[src/rtl/csm_queue.sv]
`timescale 1ns / 1ps
`default_nettype none
// ----------------------------------------------------------------------------
// csm_queue: small register FIFO
// Circular buffer with occupancy count. Writers check count before pushing;
// the head entry is visible while not empty.
// ----------------------------------------------------------------------------
module csm_queue #(
	parameter int unsigned WIDTH = 8,
	parameter int unsigned DEPTH = 4
) (
	input  wire logic                       clk,
	input  wire logic                       arst_n,
	input  wire logic                       push,
	input  wire logic [WIDTH-1:0]           push_data,
	input  wire logic                       pop,
	output logic      [WIDTH-1:0]           head,
	output logic                            empty,
	output logic      [$clog2(DEPTH+1)-1:0] count
);

	localparam int unsigned PW = (DEPTH > 1) ? $clog2(DEPTH) : 1;
	localparam int unsigned CW = $clog2(DEPTH+1);

	logic [WIDTH-1:0] entries_q [DEPTH];
	logic [PW-1:0]    wr_ptr_q;
	logic [PW-1:0]    rd_ptr_q;
	logic [CW-1:0]    count_q;
	logic             do_pop;

	assign do_pop = pop && (count_q != '0);

	// Storage, no reset needed
	always_ff @(posedge clk) begin
		if (push) begin
			entries_q[wr_ptr_q] <= push_data;
		end
	end

	// Pointers and occupancy
	always_ff @(posedge clk or negedge arst_n) begin
		if (!arst_n) begin
			wr_ptr_q <= '0;
			rd_ptr_q <= '0;
			count_q  <= '0;
		end else begin
			if (push) begin
				wr_ptr_q <= (wr_ptr_q == PW'(DEPTH-1)) ? '0 : wr_ptr_q + 1'b1;
			end
			if (do_pop) begin
				rd_ptr_q <= (rd_ptr_q == PW'(DEPTH-1)) ? '0 : rd_ptr_q + 1'b1;
			end
			if (push && !do_pop) begin
				count_q <= count_q + 1'b1;
			end else if (!push && do_pop) begin
				count_q <= count_q - 1'b1;
			end
		end
	end

	assign head  = entries_q[rd_ptr_q];
	assign empty = (count_q == '0);
	assign count = count_q;

endmodule : csm_queue
`default_nettype wire

[config.mk]
export PLATFORM = sky130hd
export DESIGN_NAME = csm_queue
export DESIGN_NICKNAME = d
export VERILOG_FILES = /design/src/rtl/csm_queue.sv
export SDC_FILE = /design/constraint.sdc
export NUM_CORES = 1
export LEC_CHECK = 0
export BUFFER_PORTS_ARGS = -buffer_cell sky130_fd_sc_hd__buf_2
export CAP_MARGIN = 15
export CORE_MARGIN = 10
export CORE_UTILIZATION = 59
export CTS_CLUSTER_DIAMETER = 80
export DETAILED_ROUTE_END_ITERATION = 12
export PLACE_DENSITY_LB_ADDON = 0.3
export SLEW_MARGIN = 20
export SYNTH_ARGS = -nofsm -noshare
export SYNTH_HDL_FRONTEND = slang
export SYNTH_SLANG_ARGS = --single-unit
[constraint.sdc]
create_clock -name clk -period 3.3 [get_ports clk]
set_clock_uncertainty 0.1 [all_clocks]
set_input_delay 0.33 -clock clk [delete_from_list [all_inputs] [get_ports clk]]
set_output_delay 0.33 -clock clk [all_outputs]
set_load 0.05 [all_outputs]
==> key figures <==
Status
  – Status: completed

Yosys
  – Gate Count Post-Synth: 78
  – Synth cell types: 19
  – Synth Area per Inst: 20.28 sq um
  – Mapped Area: 1582 sq um
  – Flops & latches, synth: 39
  – Syn Nets: 97
  – YS warnings: 0
  – Register area share after synthesis: 0.7184

CTS
  – Latest clock arrival within the worst-skew pair: 0.34 ns
  – CTS H-tree lvls: 2
  – Setup bufs post-CTS: 0
  – Clock root cell: clkbuf_4
  – CTS tree: done
  – CTS max path bufs: 2
  – CTS Buf Count: 5
  – Reg clk slew, reported paths: 0.10 ns
  – Sinks on the clock net: 39

Critical path
  – Crit-path max FO: 11
  – Buf/Inv on CP: 1
  – Worst reg2reg path depth: 7
  – Worst Path Required: 2.87 ns
  – Crit path capture type: primary output
  – R2r endpoint: count[2]$_DFFE_PN0P_
  – Crit path largest cell delay: 0.73 ns
  – Cell chain of the critical path: mux4_2, buf_2
  – Critical Path AT: 1.89 ns
  – Crit path kind: register to primary output
  – Crit path max-delay family: flip-flops
  – R2r setup slk: 1.15 ns
  – Slowest CP cell: dfrtp_1
  – CP startpoint kind: register
  – R2r startpoint: count[1]$_DFFE_PN0P_

Floorplanning
  – Io pins: 24
  – Die Y-Extent: 71.78 um
  – Die width: 71.78 um
  – Core Area: 2522 sq um
  – Num rows: 18
  – Initial cell density of the core: 0.6270
  – Full die area: 5152 sq um

Layout
  – Layout area overhead: 12.42%
  – Antenna Cells: 0
  – Layout cells sized above 1: 0.3796
  – Commonest non-fill, non-tap cell in the layout: edfxtp_1
  – Fin nets: 126
  – Most frequent cells in the layout: 32 x edfxtp_1, 23 x buf_2, 8 x mux4_2

Routing
  – Drt drc: 0
  – Post-route ant nets: 0
  – Vias per inst: 5.580
  – WL final: 2564 um
  – Drt pass-1 iters: 4
  – Initial DRC count: 18
  – Via Count: 770
  – Wire length per cell: 18.58 um

Global route
  – First-pass GRT wire length: 4105 um
  – Number of global-route vias before repair: 836
  – Gr ovfl total: 0
  – Largest net degree at the start of global routing: 12
  – Antenna violations before repair: 0
  – GRT Total Usage: 0.1091

Placement
  – DP Worst Slack: 1.164 ns
  – Port-buffer cells: 23
  – RD Place Congestion: 0.7482
  – Post-DP HPWL: 1854 um

Timing
  – Peak Freq: 431.9 MHz
  – Final setup fails: 0
  – Fin Setup TNS: 0 ns
  – Worst Tran Pin Value: 0.5880 ns
  – RSZ-0062 raised after global routing: no
  – Endpoints failing hold: 0
  – Normalized max-slew margin: 0.6080
  – Tmin final: 2.315 ns
  – Fin. max-slew vios: 0
  – Worst Setup Slack, final: 0.9846 ns
  – Final period util: 0.7016

Pwr
  – Internal power: 0.0009792 W
  – Switching part of the total: 0.4265
  – PD cells: 960.3 nW/um^2
  – Combinational share of power: 0.421
  – Peak supply drop: 0.6662 mV
  – Seq pwr share: 0.449
  – Clock power share: 0.130
  – P_leak: 0.6764 nW
  – NetSw: 0.0007282 W

Hold path
  – Hold-critical path depth: 1
  – Worst Hold End: entries_q[2][4]$_DFFE_PP_
  – HP Class: input port to register
  – Hold Startpoint: push_data[4]

Run
  – Max-cap violations: 0
==> cell usage after synthesis <==
| cell type | number | area, sq um |
|---|---|---|
| fa_1 | 1 | 20.02 |
| clkbuf_2 | 1 | 5.000 |
| xnor2_1 | 1 | 8.760 |
| o21ai_0 | 2 | 10.01 |
| and2_1 | 4 | 25.02 |
| a21o_2 | 1 | 8.760 |
| inv_1 | 3 | 11.26 |
| mux2_2 | 1 | 11.26 |
| nor3_1 | 2 | 10.01 |
| dfrtp_1 | 7 | 175.2 |
| mux4_2 | 8 | 180.2 |
| ha_1 | 6 | 75.07 |
| edfxtp_1 | 32 | 960.9 |
| buf_6 | 1 | 11.26 |
| mux2_4 | 1 | 15.01 |
| o31ai_4 | 1 | 21.27 |
| nor2_1 | 2 | 7.510 |
| xor2_1 | 2 | 17.52 |
| nand2_1 | 2 | 7.510 |
==> state kept, by name (all words and copies together) (netlist names) <==
register	flops
entries_q	32
count	3
rd_ptr_q	2
wr_ptr_q	2
==> kinds of logic (layout without fill, tap and decap cells) <==
kind of cell    Yosys count  after routing  share of synthesized area
flops                    39             39                     0.7184
mux                      10             10                     0.1305
simple gates             10             10                    0.03165
fa+ha+maj                 7              7                    0.06013
buf+inv                   5             35                    0.01740
compound gates            4              4                    0.02532
xor+xnor                  3              3                    0.01662
==> how the worst max path moves through the flow <==
stage	endpoint	startpoint	cells past startpoint	slack, ns
4_1_cts	head[2]	rd_ptr_q[0]$_DFFE_PN0P_	2	0.93
6_report	head[2]	rd_ptr_q[0]$_DFFE_PN0P_	2	0.98
3_3_place_gp	count[2]$_DFFE_PN0P_	count[1]$_DFFE_PN0P_	7	1.31
3_5_place_dp	count[2]$_DFFE_PN0P_	count[1]$_DFFE_PN0P_	7	1.16
5_1_grt	head[7]	rd_ptr_q[0]$_DFFE_PN0P_	2	0.85
2_1_floorplan	empty	count[0]$_DFFE_PN0P_	1	1.07
==> power groups by stage <==
| stage | combinational (W) | clock [W] | sequential [W] |
|---|---|---|---|
| after floorplan | 0.000566 | 0 | 0.000781 |
| after global placement | 0.000706 | 0 | 0.000772 |
| after detailed placement | 0.000727 | 0 | 0.000782 |
| after CTS | 0.000731 | 0.000231 | 0.000772 |
| after global routing | 0.000766 | 0.000253 | 0.000786 |
| final | 0.000719 | 0.000222 | 0.000767 |
==> what timing repair did <==
action,in CTS,in global routing
endpoints found under the setup margin,0,0
gates resized for setup,0,0
hold buffers,1,0
endpoints found under the hold margin,7,0
==> worst reg2reg max path, cell delays in order, from the launching register on <==
cell	delay, ns
dfrtp_1	0.47
o31ai_4	0.35
ha_1	0.24
inv_1	0.07
fa_1	0.40
xor2_1	0.15
nor2_1	0.13
xor2_1	0.16
==> metal layers <==
layer	routed length (um)	vias to the layer above	track usage	part of all wire
li1	-	359	-	-
met1	1040	382	0.1032	0.41
met2	1301	23	0.1833	0.51
met3	155	6	0.05785	0.060
met4	66	0	0.06452	0.026
met5	0	-	0	0
==> cell type report <==
cell class / count / area (sq um)
Timing Repair Buffer: 24 / 125.1
Inverter: 3 / 11.26
Fill cell: 163 / 744.5
Clock buffer: 7 / 45.04
Tap cell: 30 / 37.54
Multi-Input combinational cell: 34 / 417.9
Sequential cell: 39 / 1136
Clock inverter: 1 / 5.005
==> metrics by stage <==
step           total power, W  std cells  hold WS [ns]  cell area, sq um  utilization
4_1_cts              0.001733        138       0.07848              1778       0.7049
6_report             0.001707        138       0.09401              1778       0.7049
3_3_place_gp         0.001478        129       0.07083              1718       0.6811
2_1_floorplan        0.001348         78      -0.06559              1582            -
5_1_grt              0.001805        138       0.07284              1778       0.7049
3_5_place_dp         0.001509        129       0.07514              1718       0.6811
No activity file was read; power rests on OpenSTA's default activity.
