--- src/rtl/csm_pkg.sv ---
`timescale 1ns / 1ps
`default_nettype none
// ----------------------------------------------------------------------------
// csm_pkg: shared types and constants of the sparse matrix-vector block
// Request structs for both ports, the internal operation code, the queue
// entry passed from front to back, and the configuration register map.
// ----------------------------------------------------------------------------
package csm_pkg;

	// Input request kinds
	localparam logic [1:0] KIND_LOAD = 2'd0;
	localparam logic [1:0] KIND_NZ   = 2'd1;
	localparam logic [1:0] KIND_END  = 2'd2;

	// Configuration map: one 32-bit register, word address in paddr[2]
	localparam int unsigned CFG_AW           = 3;
	localparam logic        CFG_COLUMNS_IDX  = 1'b0;
	localparam logic [12:0] COLUMNS_RESET    = 13'd4096;

	// Queue depths between the parts
	localparam int unsigned MID_DEPTH = 4;
	localparam int unsigned OUT_DEPTH = 4;

	typedef struct packed {
		logic [1:0]         kind;
		logic [11:0]        index;
		logic signed [31:0] value;
	} csm_in_t;

	typedef struct packed {
		logic signed [31:0] row_sum;
		logic [15:0]        row_number;
		logic               saturated;
		logic               bad_column;
	} csm_out_t;

	// Operation classified by the front
	typedef enum logic [1:0] {
		OP_LOAD,
		OP_MAC,
		OP_BAD,
		OP_END
	} csm_op_t;

	typedef struct packed {
		csm_op_t            op;
		logic signed [31:0] value;
		logic signed [31:0] vec;
	} csm_mid_t;

endpackage : csm_pkg
`default_nettype wire

--- src/rtl/csm_back.sv ---
`timescale 1ns / 1ps
`default_nettype none
// ----------------------------------------------------------------------------
// csm_back: multiply-accumulate and row finish
// Pops operations from the middle queue, multiplies in one registered stage,
// then updates the row accumulator or rounds, saturates and pushes a result
// into the output queue.
// ----------------------------------------------------------------------------
module csm_back
	import csm_pkg::*;
#(
	parameter int unsigned FRAC_BITS = 16
) (
	input  wire logic                           clk,
	input  wire logic                           arst_n,
	input  wire csm_mid_t                       mid_head,
	input  wire logic                           mid_empty,
	input  wire logic [$clog2(OUT_DEPTH+1)-1:0] out_count,
	output logic                                mid_pop,
	output logic                                out_push,
	output csm_out_t                            out_data
);

	localparam int unsigned        OCW  = $clog2(OUT_DEPTH+1);
	localparam logic signed [63:0] HALF = signed'(64'((64'd1 << FRAC_BITS) >> 1));
	localparam logic signed [63:0] S32_MAX = 64'sh0000_0000_7fff_ffff;
	localparam logic signed [63:0] S32_MIN = -64'sh0000_0000_8000_0000;

	logic               valid_s1;
	csm_op_t            op_s1;
	logic signed [63:0] prod_s1;

	logic signed [63:0] acc_q;
	logic [15:0]        row_q;
	logic               bad_q;

	logic [OCW:0]       out_used;
	logic signed [63:0] mac_sum;
	logic signed [63:0] rounded;
	logic signed [63:0] shifted;
	logic signed [31:0] clipped;
	logic               clip;

	function automatic logic signed [63:0] sat_add64(input logic signed [63:0] a,
	                                                 input logic signed [63:0] b);
		logic signed [64:0] s;
		s = {a[63], a} + {b[63], b};
		if (s[64] != s[63]) begin
			return s[64] ? {1'b1, 63'd0} : {1'b0, {63{1'b1}}};
		end
		return s[63:0];
	endfunction

	// Pop only when the output queue can take every operation in flight
	assign out_used = {1'b0, out_count} + (OCW+1)'(valid_s1);
	assign mid_pop  = !mid_empty && (out_used < (OCW+1)'(OUT_DEPTH));

	// Multiply stage
	always_ff @(posedge clk) begin
		if (mid_pop) begin
			op_s1   <= mid_head.op;
			prod_s1 <= mid_head.value * mid_head.vec;
		end
	end

	always_ff @(posedge clk or negedge arst_n) begin
		if (!arst_n) begin
			valid_s1 <= 1'b0;
		end else begin
			valid_s1 <= mid_pop;
		end
	end

	// Accumulate and row finish
	always_comb begin
		mac_sum = sat_add64(acc_q, prod_s1);
		rounded = sat_add64(acc_q, HALF);
		shifted = rounded >>> FRAC_BITS;
		clip    = 1'b0;
		clipped = shifted[31:0];
		if (shifted > S32_MAX) begin
			clipped = 32'sh7fff_ffff;
			clip    = 1'b1;
		end else if (shifted < S32_MIN) begin
			clipped = 32'sh8000_0000;
			clip    = 1'b1;
		end
	end

	always_ff @(posedge clk or negedge arst_n) begin
		if (!arst_n) begin
			acc_q <= '0;
			row_q <= '0;
			bad_q <= 1'b0;
		end else if (valid_s1) begin
			unique case (op_s1)
				OP_LOAD: begin
					acc_q <= '0;
					row_q <= '0;
					bad_q <= 1'b0;
				end
				OP_MAC: begin
					acc_q <= mac_sum;
				end
				OP_BAD: begin
					bad_q <= 1'b1;
				end
				OP_END: begin
					acc_q <= '0;
					row_q <= row_q + 1'b1;
					bad_q <= 1'b0;
				end
				default: begin
					acc_q <= acc_q;
				end
			endcase
		end
	end

	assign out_push            = valid_s1 && (op_s1 == OP_END);
	assign out_data.row_sum    = clipped;
	assign out_data.row_number = row_q;
	assign out_data.saturated  = clip;
	assign out_data.bad_column = bad_q;

endmodule : csm_back
`default_nettype wire

--- config.mk ---
export PLATFORM = sky130hd
export DESIGN_NAME = csm_back
export DESIGN_NICKNAME = d
export VERILOG_FILES = /design/src/rtl/csm_pkg.sv /design/src/rtl/csm_back.sv
export SDC_FILE = /design/constraint.sdc
export NUM_CORES = 2
export LEC_CHECK = 0
export BUFFER_PORTS_ARGS = -buffer_cell sky130_fd_sc_hd__clkbuf_2
export CAP_MARGIN = 20
export CORE_MARGIN = 8
export CORE_UTILIZATION = 67
export DETAILED_ROUTE_END_ITERATION = 8
export HOLD_SLACK_MARGIN = 0.08
export PLACE_DENSITY = 0.95
export SLEW_MARGIN = 20
export SYNTH_ARGS = -nofsm -noshare
export SYNTH_HDL_FRONTEND = slang
export SYNTH_SLANG_ARGS = --single-unit
--- constraint.sdc ---
create_clock -name clk -period 8.3 [get_ports clk]
set_input_delay 0.83 -clock clk [delete_from_list [all_inputs] [get_ports clk]]
set_output_delay 0.83 -clock clk [all_outputs]
set_load 0.01 [all_outputs]
==> results.toml, run 1 <==
[yosys]
yosysTopAreaCellShare_pct = 46.6
synthArstFlopShare_pct = 55.4
yosysTopAreaCell = "fa_1"
avgSynthCellArea_sq_um = 9.16
synth_edf_count = 66
netlist_area_sq_um = 46500
ys_ff_latch = 148
yosysWarnings = 0
syn_nets = 6484
ys_seq_area_share_pct = 8.68
synth_flop_cell = "dfrtp_1"
synth_area_leaders = "fa_1 (47%), inv_1 (8.1%), ha_1 (6.9%), and2_1 (6.8%), nand2_1 (5.4%)"
synthCells = 5074
synth_cell_types = 89

[grt]
grt_max_degree = 67
grt_usage_pct = 76.9
grt.overflow.total = 434

[clocking]
clock-root-buffer = "clkbuf_16"
cts.sinks = 148
numCtsBuffers = 17
clock_path_buffers = 2
htreeDepth = 4
cts_hold_buf = 0

[status]
tool.error = "[ERROR GRT-0232] Routing congestion too high. Check the congestion heatmap in the GUI."
failed_stage = "global routing (5_1_grt)"
outcome = "aborted with a tool error"

[floorplanning]
die_y_um = 279
rows = 96
io_pins = 124
start_util_pct = 67.7
dieWidth_um = 279

[placed_design]
io_buffer_count = 123
pre_cts_slack_ns = -0.759
gp_congestion = 0.991
hpwl_um = 124000

[sta]
grt-worst-endpoint = "prod_s1[60]$_DFFE_PP_/D"
worst_endpoint_kind = "sequential cell input"
==> cells in the mapped netlist (all sizes together) (9+ instances only) <==
cell	count
edfxtp	66
a211oi	11
clkbuf	245
a31oi	17
and4	13
o21a	19
ha	255
and3	23
nand3	44
nand2b	19
and2	504
nand4	40
o21ai	183
xnor2	105
a21oi	150
xor2	63
nand2	663
buf	17
dfrtp	82
a21o	85
nor2	203
fa	1083
nor4	10
inv	1003
o31ai	9
nor2b	18
o21bai	18
nor3	24
==> routing by layer <==
| metal | global-route usage, % | overflow |
|---|---|---|
| met1 | 73.4 | 60 |
| met2 | 87.1 | 201 |
| met3 | 74.8 | 56 |
| met4 | 70.7 | 115 |
| met5 | 59.4 | 2 |
==> per-stage QoR <==
step	setup TNS, ns	area (sq um)	hold slack (ns)	cells
after global placement	-3.50	50600	0.471	6260
after CTS	-0.0445	52000	0.284	6306
after floorplan	-0.00440	46600	0.460	5074
after detailed placement	-11.72	50600	0.496	6260
==> logic make-up after synthesis <==
kind of cell             count (synthesis)  share of synthesized area, %
multiplexers                             2                        0.0484
XOR/XNOR                               168                          3.16
buffers and inverters                 1266                          10.3
AO/OA/AOI/OAI                          565                          7.61
AND/OR/NAND/NOR                       1587                          16.7
flip-flops                             148                          8.68
adder cells (fa/ha/maj)               1338                          53.5
==> what timing repair did <==
item / CTS
gates resized for setup: 204
setup buffers: 15
setup endpoints to repair: 17
pin swaps: 81
gates cloned: 1
==> run 2: changes to the inputs <==
Settings changed: CORE_UTILIZATION 67 to 40, HOLD_SLACK_MARGIN 0.08 to unset, PLACE_DENSITY 0.95 to unset, PLACE_DENSITY_LB_ADDON set to 0.15.
==> run 2 against run 1 <==
Against the previous run: the flow now finishes, with violations (setup timing); synthesized cell count did not move; area after synthesis did not move.
==> results.toml, run 2 <==
[status]
outcome = "complete, but fails checks"
violations = "setup timing"

[yosys]
yosysWarnings = 0
synth_edf_count = 66
ys_top_cells_by_count = "fa_1 (1,083), inv_1 (1,003), nand2_1 (663)"
avgSynthCellArea_sq_um = 9.16
synthMostInstantiatedCell = "fa_1"
ys_seq_area_share_pct = 8.68
yosysTopAreaCell = "fa_1"
netlist_area_sq_um = 46500
synthCells = 5074
syn_nets = 6484
synth_flop_cell = "dfrtp_1"
synth_cell_types = 89
ys_ff_latch = 148
yosysTopAreaCellShare_pct = 46.6
synthArstFlopShare_pct = 55.4
synth_area_leaders = "fa_1 (47%), inv_1 (8.1%), ha_1 (6.9%), and2_1 (6.8%), nand2_1 (5.4%)"

[setup_path]
r2r_cells = 16
critPathKind = "input port to flip-flop"
worst_setup_path_end_kind = "flip-flop"
worstReg2RegStart = "prod_s1[0]"
startpoint_type = "input port"
worstPathArrival_ns = 8.49
cp_max_fo = 5
r2r_end = "acc_q[14]"
worstPathRequired_ns = 8.48
rrSetupSlack_ns = 3.89

[finish]
drive_gt1_share_pct = 13.3
syn_to_final_growth_pct = 14.6
layout_commonest_cell = "fa_1"
reg.largest.list = "acc_q (64), prod_s1 (64), row_q (16)"
ff_latch_area_sq_um = 4030
multi_input_area_sq_um = 38000
final_cell_mix = "fa_1 (1,055), inv_1 (994), nand2_1 (658)"
fillCellCount = 11321
nNetsFinal = 6808
final_core_util_pct = 46.0

[sta]
tns_ns = -0.0107
hold_violations = 0
rsz0062_at_grt = "true"
drv_slew = 0
slew_headroom_pct = 34.4
fmax_ghz = 0.120
worst_pin_slew_ns = 0.985
fin_ws_ns = -0.0107
finalCritPeriodShare_pct = 100
clock_skew_ns = 0.0159
fin_crit_ns = 8.31
finalSetupViolCount = 1

[clocking]
clock-root-buffer = "clkbuf_16"
clock_path_buffers = 2
numCtsBuffers = 17
htreeDepth = 4
clkLatencyLatePin_ns = 0.44
path_clk_slew_ns = 0.07
cts_tree = "done"
cts.sinks = 148
cts_hold_buf = 0

[placed_design]
gp_congestion = 0.902
io_buffer_count = 123
hpwl_um = 113000

[floorplanning]
dieWidth_um = 357
io_pins = 124
start_util_pct = 40.2
rows = 125
dieArea_sq_um = 127000
die_y_um = 357
coreArea_sq_um = 116000

[routing]
drc = 0
num_vias = 34888
ant_nets = 0
drtIter0Drc = 2061
dr.pass1.iters = 5
wire_per_inst_um = 19.1
viasPerCell = 5.03
drt_wl_total_um = 133000

[grt]
grt_usage_pct = 21.0
grt_max_degree = 67
grt_pass1_wl_um = 213000
first_global_vias = 37643
grt.overflow.total = 0
antenna_found_initial = 12

[hold_path]
hp-class = "input port to async pin"

[flow_run]
maxCapViolations = 0
[run 2: how the worst max path moves through the flow]
stage	startpoint	to	slack (ns)
finish	mid_head[39]	prod_s1[60]	-0.01
global route	mid_head[39]	prod_s1[60]	-0.18
CTS	mid_head[55]	prod_s1[60]	-0.05
detailed placement	mid_head[62]	prod_s1[60]	-0.69
global placement	mid_head[62]	prod_s1[60]	-0.60
floorplan	mid_head[20]	prod_s1[60]	-0.004
[run 2: cell type report]
class	count	share of cell area, %
well taps	1524	3.58
multi-input cells	3660	71.4
clock inverters	11	0.275
inverters	1003	7.07
repair buffers	568	9.24
clock buffers	21	0.867
flip-flops and latches	148	7.57
diodes	5	0.0235
[run 2: per-stage QoR]
step	instance area (sq um)	hold WS (ns)	setup slack, ns	cells
2_1_floorplan	46600	0.460	-0.00440	5074
3_3_place_gp	51700	0.472	-0.595	6867
3_5_place_dp	51700	0.486	-0.688	6867
4_1_cts	52600	0.270	-0.0538	6909
5_1_grt	53300	0.287	-0.183	6935
6_report	53300	0.280	-0.0107	6940
[run 2: kinds of logic (layout without fill, tap and decap cells)]
logic type / Yosys count / count (layout) / share of synthesized area (%)
DFF: 148 / 148 / 8.68
adders and majority gates: 1338 / 1338 / 53.5
and+or+nand+nor: 1587 / 1587 / 16.7
muxes: 2 / 2 / 0.0484
buffers and inverters: 1266 / 1603 / 10.3
other: 0 / 5 / 0
AOI/OAI and AO/OA: 565 / 565 / 7.61
xor gates and xnor gates: 168 / 168 / 3.16
[run 2: metal layers]
metal / track usage [%] / part of all wire, % / vias up / wire (um)
met5: 0 / 0.036 / - / 48
met4: 2.87 / 1.6 / 8 / 2110
met3: 2.92 / 6.1 / 113 / 8150
met2: 32.8 / 44 / 795 / 58400
met1: 31.9 / 48 / 17988 / 64200
li1: - / - / 15984 / -
[run 2: worst max-delay path: stages]
cell	delay [ns]
buf_12	0.12
buf_12	0.14
buf_6	0.12
and2_4	0.13
fa_1	0.51
inv_1	0.05
fa_1	0.51
inv_2	0.04
fa_1	0.47
fa_1	0.64
fa_1	0.45
fa_1	0.51
fa_1	0.44
fa_2	0.67
ha_4	0.24
a21oi_4	0.16
o21ai_2	0.07
a221o_1	0.31
a21oi_2	0.20
and4b_4	0.29
o31ai_4	0.07
a221o_2	0.36
a41o_1	0.21
or4b_4	0.52
a41o_1	0.21
a21oi_2	0.14
xnor2_1	0.07
[run 2: timing repair]
| item | 4_1_cts | 5_1_grt |
|---|---|---|
| gates resized for setup | 43 | 121 |
| cloned | 2 | 6 |
| pin swaps | 17 | 68 |
| buffers inserted | 8 | 20 |
| endpoints found under the setup margin | 6 | 15 |
Power of run 2 is not shown: default switching activity piles up to over one toggle a cycle in this logic, so the estimate is an artifact.
